File: config.mk
export PLATFORM = sky130hd
export DESIGN_NAME = text_to_seven_segment_encoder
export DESIGN_NICKNAME = d
export VERILOG_FILES = /design/src/sv/tsse_pkg.sv /design/src/sv/tsse_encoder.sv /design/src/sv/tsse_res_queue.sv /design/src/sv/text_to_seven_segment_encoder.sv
export SDC_FILE = /design/constraint.sdc
export NUM_CORES = 1
export LEC_CHECK = 0
export ABC_AREA = 0
export CORE_MARGIN = 5
export CORE_UTILIZATION = 40
export DETAILED_ROUTE_END_ITERATION = 7
export DONT_BUFFER_PORTS = 1
export PLACE_DENSITY_LB_ADDON = 0.15
export SKIP_LAST_GASP = 1
export SYNTH_ARGS = -nofsm -noshare
export SYNTH_HDL_FRONTEND = slang
export SYNTH_SLANG_ARGS = --single-unit
File: constraint.sdc
create_clock -name clk -period 4.7 [get_ports clk]
set_input_delay 0.235 -clock clk [delete_from_list [all_inputs] [get_ports clk]]
set_output_delay 0.235 -clock clk [all_outputs]
set_load 0.02 [all_outputs]
File: src/sv/tsse_pkg.sv
// ----------------------------------------------------------------------------
// tsse_pkg: shared types and constants of the seven-segment text encoder
// Holds the character font, the character codes it decodes, the result word
// and the configuration bundle used by the encoder and the result queue.
// ----------------------------------------------------------------------------
package tsse_pkg;

    // Segment bits of one digit, bit 0 at the top segment.
    localparam logic [7:0] SEG_DP = 8'h80;

    // Character codes recognized by the font lookup.
    localparam logic [7:0] CHAR_NUL     = 8'h00;
    localparam logic [7:0] CHAR_CTRL_LO = 8'h01;
    localparam logic [7:0] CHAR_CTRL_HI = 8'h09;
    localparam logic [7:0] CHAR_DOT     = 8'h2E;
    localparam logic [7:0] CHAR_MINUS   = 8'h2D;
    localparam logic [7:0] CHAR_ZERO    = 8'h30;
    localparam logic [7:0] CHAR_NINE    = 8'h39;
    localparam logic [7:0] CHAR_UP_A    = 8'h41;
    localparam logic [7:0] CHAR_UP_Z    = 8'h5A;
    localparam logic [7:0] CHAR_LO_A    = 8'h61;
    localparam logic [7:0] CHAR_LO_Z    = 8'h7A;

    // Depth of the font, and positions in it of the letters and of the entries that follow them.
    localparam int FONT_DEPTH     = 47;
    localparam int FONT_LETTER_IX = 10;
    localparam int FONT_DOT_IX    = 36;
    localparam int FONT_MINUS_IX  = 37;
    localparam int FONT_CTRL_IX   = 38;

    localparam logic [7:0] FONT [0:FONT_DEPTH-1] = '{
        8'h3F, 8'h06, 8'h5B, 8'h4F, 8'h66, 8'h6D, 8'h7C, 8'h07, 8'h7F, 8'h67,
        8'h77, 8'h7C, 8'h39, 8'h5E, 8'h79, 8'h71, 8'h3D, 8'h76, 8'h30, 8'h1E,
        8'h75, 8'h38, 8'h15, 8'h37, 8'h3F, 8'h73, 8'h6B, 8'h33, 8'h6D, 8'h78,
        8'h3E, 8'h3E, 8'h2A, 8'h76, 8'h6E, 8'h5B,
        8'h80, 8'h40,
        8'h01, 8'h02, 8'h04, 8'h08, 8'h10, 8'h20, 8'h09, 8'h5D, 8'h5C
    };

    // Configuration register indexes.
    localparam logic [2:0] CFG_ROW_DIGIT0   = 3'd0;
    localparam logic [2:0] CFG_ROW_DIGIT1   = 3'd1;
    localparam logic [2:0] CFG_ROW_DIGIT2   = 3'd2;
    localparam logic [2:0] CFG_SHIFT_DIGIT0 = 3'd3;
    localparam logic [2:0] CFG_SHIFT_DIGIT1 = 3'd4;
    localparam logic [2:0] CFG_SHIFT_DIGIT2 = 3'd5;

    // Depth of the result queue; a power of two.
    localparam int RES_DEPTH = 4;

    typedef struct packed {
        logic [2:0][2:0] row;
        logic [2:0][3:0] shift;
    } cfg_t;

    typedef struct packed {
        logic        digit_valid;
        logic [2:0]  buffer_row;
        logic [15:0] segment_bits;
        logic        last_of_text;
    } result_t;

    // Up to two results produced by one character, res0 first.
    typedef struct packed {
        logic [1:0] count;
        result_t    res0;
        result_t    res1;
    } enc_out_t;

    function automatic logic [7:0] char_pattern(logic [7:0] c);
        logic [7:0] ix;
        logic [7:0] pat;
        ix  = 8'h00;
        pat = 8'h00;
        if (c >= CHAR_ZERO && c <= CHAR_NINE) begin
            ix  = c - CHAR_ZERO;
            pat = FONT[ix[5:0]];
        end else if (c >= CHAR_UP_A && c <= CHAR_UP_Z) begin
            ix  = c - CHAR_UP_A + 8'(FONT_LETTER_IX);
            pat = FONT[ix[5:0]];
        end else if (c >= CHAR_LO_A && c <= CHAR_LO_Z) begin
            ix  = c - CHAR_LO_A + 8'(FONT_LETTER_IX);
            pat = FONT[ix[5:0]];
        end else if (c == CHAR_DOT) begin
            pat = FONT[FONT_DOT_IX];
        end else if (c == CHAR_MINUS) begin
            pat = FONT[FONT_MINUS_IX];
        end else if (c >= CHAR_CTRL_LO && c <= CHAR_CTRL_HI) begin
            ix  = c - CHAR_CTRL_LO + 8'(FONT_CTRL_IX);
            pat = FONT[ix[5:0]];
        end
        return pat;
    endfunction

endpackage

File: src/sv/tsse_encoder.sv
// ----------------------------------------------------------------------------
// tsse_encoder: character to digit encoder with one-digit lookahead
// Holds the last encoded digit until the next character shows whether a dot
// follows, counts the digits of the string and forms up to two results.
// ----------------------------------------------------------------------------
module tsse_encoder #(
    parameter int DIGITS = 3
) (
    input  logic               clk,
    input  logic               rst_n,
    input  logic               item_valid,
    input  logic [7:0]         char_code,
    input  logic               end_of_text,
    input  tsse_pkg::cfg_t     cfg,
    output tsse_pkg::enc_out_t enc_out
);
    import tsse_pkg::*;

    localparam int CW = $clog2(DIGITS + 1);

    logic          held_valid_reg, held_valid_next;
    logic [7:0]    held_pattern_reg, held_pattern_next;
    logic [CW-1:0] digit_count_reg, digit_count_next;

    function automatic result_t make_result(logic valid, logic [7:0] pat, logic last,
                                            logic [CW-1:0] cnt, cfg_t c);
        result_t    r;
        logic [1:0] slot;
        logic [15:0] wide;
        case (cnt)
            CW'(0):  slot = 2'd0;
            CW'(1):  slot = 2'd1;
            default: slot = 2'd2;
        endcase
        wide           = {8'h00, pat} << c.shift[slot];
        r.digit_valid  = valid;
        r.buffer_row   = valid ? c.row[slot] : 3'd0;
        r.segment_bits = valid ? wide : 16'h0000;
        r.last_of_text = last;
        return r;
    endfunction

    always_comb
    begin
        logic          hv_a;
        logic [7:0]    hp_a;
        logic [CW-1:0] cnt_a;
        result_t       bare;

        bare = make_result(1'b0, 8'h00, 1'b1, digit_count_reg, cfg);
        enc_out.count = 2'd0;
        enc_out.res0  = bare;
        enc_out.res1  = bare;
        hv_a  = held_valid_reg;
        hp_a  = held_pattern_reg;
        cnt_a = digit_count_reg;
        held_valid_next   = held_valid_reg;
        held_pattern_next = held_pattern_reg;
        digit_count_next  = digit_count_reg;

        if (item_valid) begin
            if (char_code == CHAR_NUL) begin
                enc_out.count = 2'd1;
                if (held_valid_reg) begin
                    enc_out.res0 = make_result(1'b1, held_pattern_reg, 1'b1,
                                               digit_count_reg, cfg);
                end
                held_valid_next   = 1'b0;
                held_pattern_next = 8'h00;
                digit_count_next  = '0;
            end else begin
                if (char_code == CHAR_DOT && held_valid_reg) begin
                    // A dot after a digit lights that digit's point and releases it.
                    enc_out.res0  = make_result(1'b1, held_pattern_reg | SEG_DP, 1'b0,
                                                digit_count_reg, cfg);
                    enc_out.count = 2'd1;
                    cnt_a = digit_count_reg + 1'b1;
                    hv_a  = 1'b0;
                    hp_a  = 8'h00;
                end else begin
                    if (held_valid_reg) begin
                        enc_out.res0  = make_result(1'b1, held_pattern_reg, 1'b0,
                                                    digit_count_reg, cfg);
                        enc_out.count = 2'd1;
                        cnt_a = digit_count_reg + 1'b1;
                        hv_a  = 1'b0;
                        hp_a  = 8'h00;
                    end
                    if (cnt_a < CW'(DIGITS)) begin
                        hp_a = char_pattern(char_code);
                        hv_a = 1'b1;
                    end
                end

                if (end_of_text) begin
                    if (hv_a) begin
                        if (enc_out.count == 2'd0) begin
                            enc_out.res0 = make_result(1'b1, hp_a, 1'b1, cnt_a, cfg);
                        end else begin
                            enc_out.res1 = make_result(1'b1, hp_a, 1'b1, cnt_a, cfg);
                        end
                        enc_out.count = enc_out.count + 2'd1;
                    end else if (enc_out.count != 2'd0) begin
                        enc_out.res0.last_of_text = 1'b1;
                    end else begin
                        enc_out.count = 2'd1;
                    end
                    held_valid_next   = 1'b0;
                    held_pattern_next = 8'h00;
                    digit_count_next  = '0;
                end else begin
                    held_valid_next   = hv_a;
                    held_pattern_next = hp_a;
                    digit_count_next  = cnt_a;
                end
            end
        end
    end

    always_ff @(posedge clk or negedge rst_n)
    begin
        if (!rst_n) begin
            held_valid_reg   <= 1'b0;
            held_pattern_reg <= 8'h00;
            digit_count_reg  <= '0;
        end else begin
            held_valid_reg   <= held_valid_next;
            held_pattern_reg <= held_pattern_next;
            digit_count_reg  <= digit_count_next;
        end
    end

endmodule

File: src/sv/tsse_res_queue.sv
// ----------------------------------------------------------------------------
// tsse_res_queue: result queue between encoder and output stream
// Takes up to two results per cycle and hands them out one per transaction.
// ----------------------------------------------------------------------------
module tsse_res_queue (
    input  logic               clk,
    input  logic               rst_n,
    input  tsse_pkg::enc_out_t enc_out,
    output logic               room,
    output logic               out_valid,
    input  logic               out_ready,
    output tsse_pkg::result_t  out_res
);
    import tsse_pkg::*;

    localparam int PW = $clog2(RES_DEPTH);
    localparam int NW = $clog2(RES_DEPTH + 1);

    result_t       mem [RES_DEPTH];
    logic [PW-1:0] wr_ptr_reg, wr_ptr_next;
    logic [PW-1:0] rd_ptr_reg, rd_ptr_next;
    logic [NW-1:0] count_reg, count_next;
    logic [PW-1:0] wr_ptr_inc;
    logic          pop;

    assign wr_ptr_inc = wr_ptr_reg + 1'b1;
    assign out_valid  = (count_reg != '0);
    assign out_res    = mem[rd_ptr_reg];
    assign pop        = out_valid && out_ready;
    // Room is judged on the stored level alone, so a two-result character
    // always fits and the input side does not wait on the output handshake.
    assign room       = (count_reg <= NW'(RES_DEPTH - 2));

    always_comb
    begin
        wr_ptr_next = wr_ptr_reg + PW'(enc_out.count);
        rd_ptr_next = rd_ptr_reg + PW'(pop);
        count_next  = count_reg + NW'(enc_out.count) - NW'(pop);
    end

    always_ff @(posedge clk)
    begin
        if (enc_out.count != 2'd0) begin
            mem[wr_ptr_reg] <= enc_out.res0;
        end
        if (enc_out.count == 2'd2) begin
            mem[wr_ptr_inc] <= enc_out.res1;
        end
    end

    always_ff @(posedge clk or negedge rst_n)
    begin
        if (!rst_n) begin
            wr_ptr_reg <= '0;
            rd_ptr_reg <= '0;
            count_reg  <= '0;
        end else begin
            wr_ptr_reg <= wr_ptr_next;
            rd_ptr_reg <= rd_ptr_next;
            count_reg  <= count_next;
        end
    end

endmodule

File: src/sv/text_to_seven_segment_encoder.sv
// ----------------------------------------------------------------------------
// text_to_seven_segment_encoder: text stream to seven-segment digit words
// Input register, font encoder with dot lookahead, and a result queue.
// ----------------------------------------------------------------------------
// One character is accepted per cycle. Each character is registered in the
// input register, then encoded against the font and the held digit, and its
// results enter a four-entry queue that feeds the output stream. A character
// yields zero, one or two results, but two results only come from a character
// that ends a string, and the character after it yields at most one, so with
// the output always ready the queue never holds more than two results and one
// character is taken every cycle. Output stalls fill the queue, which takes a
// character only while it holds two results or fewer. A digit is held until
// the next character, so a string's digits come out one character late;
// end_of_text or code 0 flushes the held digit and marks the final result
// with tlast. Configuration must be written only while no transaction is in
// flight; the block itself does not enforce this.
// ----------------------------------------------------------------------------
module text_to_seven_segment_encoder #(
    parameter int DIGITS = 3
) (
    input  logic        clk,
    input  logic        rst_n,
    // Input stream.
    input  logic        s_tvalid,
    output logic        s_tready,
    input  logic [7:0]  s_tdata,   // [7:0] char_code
    input  logic        s_tlast,   // end_of_text
    // Output stream.
    output logic        m_tvalid,
    input  logic        m_tready,
    output logic [23:0] m_tdata,   // [2:0] buffer_row, [18:3] segment_bits, rest zero
    output logic        m_tuser,   // [0] digit_valid
    output logic        m_tlast,   // last_of_text
    // Configuration writes.
    input  logic        cfg_we,
    input  logic [2:0]  cfg_index,
    input  logic [3:0]  cfg_wdata
);
    import tsse_pkg::*;

    logic       in_valid_reg;
    logic [7:0] in_char_reg;
    logic       in_eot_reg;
    logic       advance;
    logic       room;

    logic [2:0] row_digit0_reg, row_digit1_reg, row_digit2_reg;
    logic [3:0] shift_digit0_reg, shift_digit1_reg, shift_digit2_reg;
    cfg_t       cfg;
    enc_out_t   enc_out;
    result_t    out_res;

    always_ff @(posedge clk or negedge rst_n)
    begin
        if (!rst_n) begin
            row_digit0_reg   <= 3'd0;
            row_digit1_reg   <= 3'd1;
            row_digit2_reg   <= 3'd3;
            shift_digit0_reg <= 4'd0;
            shift_digit1_reg <= 4'd0;
            shift_digit2_reg <= 4'd0;
        end else if (cfg_we) begin
            unique case (cfg_index)
                CFG_ROW_DIGIT0:   row_digit0_reg   <= cfg_wdata[2:0];
                CFG_ROW_DIGIT1:   row_digit1_reg   <= cfg_wdata[2:0];
                CFG_ROW_DIGIT2:   row_digit2_reg   <= cfg_wdata[2:0];
                CFG_SHIFT_DIGIT0: shift_digit0_reg <= cfg_wdata;
                CFG_SHIFT_DIGIT1: shift_digit1_reg <= cfg_wdata;
                CFG_SHIFT_DIGIT2: shift_digit2_reg <= cfg_wdata;
                default: ;
            endcase
        end
    end

    always_comb
    begin
        cfg.row[0]   = row_digit0_reg;
        cfg.row[1]   = row_digit1_reg;
        cfg.row[2]   = row_digit2_reg;
        cfg.shift[0] = shift_digit0_reg;
        cfg.shift[1] = shift_digit1_reg;
        cfg.shift[2] = shift_digit2_reg;
    end

    // The input register moves on whenever the queue has room for two results.
    assign advance  = in_valid_reg && room;
    assign s_tready = !in_valid_reg || room;

    always_ff @(posedge clk or negedge rst_n)
    begin
        if (!rst_n) begin
            in_valid_reg <= 1'b0;
        end else if (s_tvalid && s_tready) begin
            in_valid_reg <= 1'b1;
        end else if (advance) begin
            in_valid_reg <= 1'b0;
        end
    end

    always_ff @(posedge clk)
    begin
        if (s_tvalid && s_tready) begin
            in_char_reg <= s_tdata;
            in_eot_reg  <= s_tlast;
        end
    end

    tsse_encoder #(
        .DIGITS (DIGITS)
    ) u_encoder (
        .clk         (clk),
        .rst_n       (rst_n),
        .item_valid  (advance),
        .char_code   (in_char_reg),
        .end_of_text (in_eot_reg),
        .cfg         (cfg),
        .enc_out     (enc_out)
    );

    tsse_res_queue u_res_queue (
        .clk       (clk),
        .rst_n     (rst_n),
        .enc_out   (enc_out),
        .room      (room),
        .out_valid (m_tvalid),
        .out_ready (m_tready),
        .out_res   (out_res)
    );

    assign m_tdata = {5'b00000, out_res.segment_bits, out_res.buffer_row};
    assign m_tuser = out_res.digit_valid;
    assign m_tlast = out_res.last_of_text;

    // Results are only produced for a character leaving the input register.
    a_push_needs_item: assert property (@(posedge clk) disable iff (!rst_n)
        (enc_out.count != 2'd0) |-> advance)
        else $error("result pushed without a character");

    // A result without a digit is always the bare end of a string.
    a_bare_is_last: assert property (@(posedge clk) disable iff (!rst_n)
        (enc_out.count != 2'd0 && !enc_out.res0.digit_valid) |->
            (enc_out.res0.last_of_text && enc_out.count == 2'd1))
        else $error("blank result that does not end the string");

    // Two results come only from a flush: the first is open, the second ends it.
    a_pair_order: assert property (@(posedge clk) disable iff (!rst_n)
        (enc_out.count == 2'd2) |->
            (enc_out.res0.digit_valid && !enc_out.res0.last_of_text &&
             enc_out.res1.digit_valid && enc_out.res1.last_of_text))
        else $error("bad result pair");

    // A queue without room keeps a waiting character in the input register.
    a_hold_when_full: assert property (@(posedge clk) disable iff (!rst_n)
        (in_valid_reg && !room) |=> in_valid_reg)
        else $error("character dropped while the queue was full");

endmodule
==> impl_metrics.env <==
export IMPL_slew_headroom_pct=27.35
export IMPL_slew_viol_final=0
export IMPL_gp_congestion=0.9653
export IMPL_fin_util_pct=45.62
export IMPL_max_cap_violations=0
export IMPL_start_util_pct=40.80
export IMPL_crit_slowest_cell="nor2_1"
export IMPL_ir_drop_mv=0.2864
export IMPL_drt_initial_drc_count=1062
export IMPL_area_sequential_sq_mm=0.003757
export IMPL_synth_async_reset_ratio_pct=30.08
export IMPL_status="completed"
export IMPL_synth_distinct_cells=111
export IMPL_totalWireLength_microns=35510
export IMPL_die_h_microns=173.3
export IMPL_ys_seq_area_share_pct=35.24
export IMPL_antenna_left=0
export IMPL_cp_cell_sequence="buf_4, ha_1, and3_1, and3_1, a21oi_1, nand3_1, o21ai_0, a21oi_1, buf_4, or2_2, nand3_1, nor2_1, nor2_1, o22ai_1"
export IMPL_postCtsResizedCells=0
export IMPL_antenna_found_initial=0
export IMPL_dp_hpwl_microns=26270
export IMPL_clock_sinks=133
export IMPL_synthToLayoutAreaGrowth_pct=11.82
export IMPL_portBuffers=0
export IMPL_grt_use_met2_pct=37.36
export IMPL_ios=49
export IMPL_startpoint_type="flip-flop"
export IMPL_busiest_layer="met2"
export IMPL_num_vias=9608
export IMPL_fin_crit_sh_pct=92.89
export IMPL_rsz0062_at_grt="no"
export IMPL_multiInputGateArea_sq_mm=0.006382
export IMPL_avgSynthCellArea_sq_um=9.385
export IMPL_cts_tree="built"
export IMPL_dr_pass1_iters=6
export IMPL_htree_num_levels=4
export IMPL_fin_nets=1201
export IMPL_grt_pass1_wl_microns=55650
export IMPL_vias_per_cell=6.410
export IMPL_ys_ff_latch=133
export IMPL_met3_usage_pct=3.686
export IMPL_setup_tns_ns=0
export IMPL_synth_edff_count=89
export IMPL_drive_above_1_share_pct=16.67
export IMPL_numCtsBuffers=17
export IMPL_critPathKind="reg2reg"
export IMPL_post_drt_wl_per_cell_microns=23.69
export IMPL_worst_slew_pin_slew_ns=1.090
export IMPL_antenna_cells=0
export IMPL_ys_warn_count=0
export IMPL_cts_root_buf="clkbuf_16"
export IMPL_grt_usage_pct=23.19
export IMPL_cp_max_fo=11
export IMPL_fillerInstances=2521
export IMPL_std_cell_rows=59
export IMPL_hold_viol=0
export IMPL_grt_max_degree=53
export IMPL_dieArea_sq_mm=0.03002
export IMPL_fin_crit_ns=4.366
export IMPL_path_clk_slew_ns=0.06
export IMPL_fmaxAchievable_mhz=229.0
export IMPL_leakage_nw=4.272
export IMPL_use_met1_pct=31.89
export IMPL_coreArea_sq_mm=0.02613
export IMPL_end_kind="flip-flop"
export IMPL_setup_violations=0
export IMPL_grt_pass1_vias=9192
export IMPL_p_per_area_mw_per_mm2=714.0
export IMPL_worst_path_buf_inv=2
export IMPL_critPathArrivalTime_ns=4.47
export IMPL_cp_top_family="simple AND/OR/NAND/NOR gates"
export IMPL_cpPeakStageDelay_ns=0.73
export IMPL_largest_reg_flops=84
export IMPL_drc_errors=0
export IMPL_hp_class="in2reg"
export IMPL_cp_required_ns=4.81
export IMPL_synth_area_sq_mm=0.01066
export IMPL_netlist_instances=1136
export IMPL_clk_path_buf_depth=2
export IMPL_clk_latency_ns=0.42
export IMPL_finalClockSkew_ns=0.01604
export IMPL_die_w_microns=173.3
export IMPL_synth_top_flop_cell="edfxtp_1"
export IMPL_grt_remaining_overflow=0
-- layout make-up --
cell class	instances	share of cell area [%]
multi-input combinational	890	53.54
sequential	133	31.52
timing repair buffer	79	5.814
clock buffer	19	3.631
tap	335	3.516
clock inverter	13	1.039
inverter	30	0.9446
-- Yosys cell counts (13+ instances only) --
cell type | n | area share (%)
a21o_1 | 13 | 0.92
a21oi_1 | 55 | 2.6
a31oi_1 | 15 | 0.88
buf_2 | 24 | 1.1
clkbuf_1 | 42 | 1.5
dfrtp_1 | 37 | 8.7
edfxtp_1 | 89 | 25
ha_1 | 28 | 3.3
inv_1 | 28 | 0.99
mux2_2 | 26 | 2.7
mux2i_1 | 38 | 3.6
mux4_2 | 22 | 4.6
nand2_1 | 114 | 4.0
nand2b_1 | 23 | 1.3
nand3_1 | 18 | 0.85
nor2_1 | 88 | 3.1
nor2b_1 | 15 | 0.88
nor3_1 | 25 | 1.2
o211ai_1 | 15 | 1.1
o21ai_0 | 63 | 3.0
o22ai_1 | 74 | 4.3
-- final timing paths --
path                                             from                   endpoint  slack, ns  depth (start not counted)
worst max-delay path                   in_char_reg[5]      u_res_queue.mem[3][4]       0.33                         14
worst min-delay path                         m_tready  u_res_queue.rd_ptr_reg[0]       0.11                          2
worst max register to register         in_char_reg[5]      u_res_queue.mem[3][4]       0.33                         14
worst min register to register  u_res_queue.mem[0][0]      u_res_queue.mem[0][0]       0.48                          2
max in group asynchronous                       rst_n          row_digit2_reg[1]       4.16                          2
min in group asynchronous                       rst_n  u_res_queue.rd_ptr_reg[1]       0.26                          2
-- worst reg2reg max path, cell delays in order (launching register included) --
cell and delay, ns:
edfxtp_1 0.50, buf_4 0.21, ha_1 0.19, and3_1 0.20, and3_1 0.31, a21oi_1 0.42, nand3_1 0.12, o21ai_0 0.08
a21oi_1 0.09, buf_4 0.18, or2_2 0.32, nand3_1 0.33, nor2_1 0.10, nor2_1 0.73, o22ai_1 0.27
-- cells in the final DEF, fill, tap and decap left out, drive strengths merged, types with 19 or more instances in the layout --
| cell | netlist | routed |
|---|---|---|
| clkbuf | 42 | 19 |
| nor3 | 28 | 28 |
| dfrtp | 37 | 37 |
| nand2 | 115 | 115 |
| a21oi | 59 | 59 |
| nor2 | 88 | 88 |
| ha | 28 | 28 |
| inv | 29 | 33 |
| o21ai | 69 | 69 |
| o22ai | 76 | 76 |
| mux2 | 26 | 26 |
| mux2i | 40 | 40 |
| buf | 45 | 64 |
| edfxtp | 89 | 89 |
| nand2b | 23 | 23 |
| mux4 | 22 | 22 |
| nand3 | 19 | 19 |
-- what timing repair did --
action,CTS,global route
endpoints found under the hold margin,71,0
setup buffers,0,0
hold buffers,16,0
endpoints found under the setup margin,0,0
-- power breakdown --
| part | internal (mW) | switching [mW] |
|---|---|---|
| clock network | 0.734 | 0.543 |
| logic | 1.92 | 3.51 |
| registers | 1.59 | 0.213 |
-- kinds of logic after synthesis --
family                   share of synthesized area (%)
AO/OA/AOI/OAI                                    26.50
XOR/XNOR                                         2.183
adder cells (fa/ha/maj)                          3.474
buffers and inverters                            5.035
flip-flops                                       35.24
multiplexers                                     11.38
other                                          0.03517
AND/OR/NAND/NOR                                  16.15
-- per-layer routing --
metal | vias to the layer above | part of all wire (%) | wire, microns
met5 | - | 0 | 0
met4 | 0 | 3.1 | 1102
met3 | 74 | 6.5 | 2292
met2 | 438 | 47 | 16780
met1 | 4678 | 43 | 15340
li1 | 4418 | - | -
-- metrics by stage --
step | instances | hold slack (ns) | area (sq um) | setup WS [ns] | total power [mW]
after CTS | 1499 | 0.09549 | 11920 | 0.4051 | 8.464
after detailed placement | 1451 | -0.05974 | 11190 | 0.4356 | 7.136
final | 1499 | 0.1127 | 11920 | 0.3340 | 8.512
after global placement | 1451 | -0.05956 | 11190 | 0.4249 | 7.157
after floorplan | 1140 | -0.06059 | 10680 | 0.5218 | 5.660
after global routing | 1499 | 0.1143 | 11920 | 0.1064 | 9.033
No activity file was read; power rests on OpenSTA's default activity.
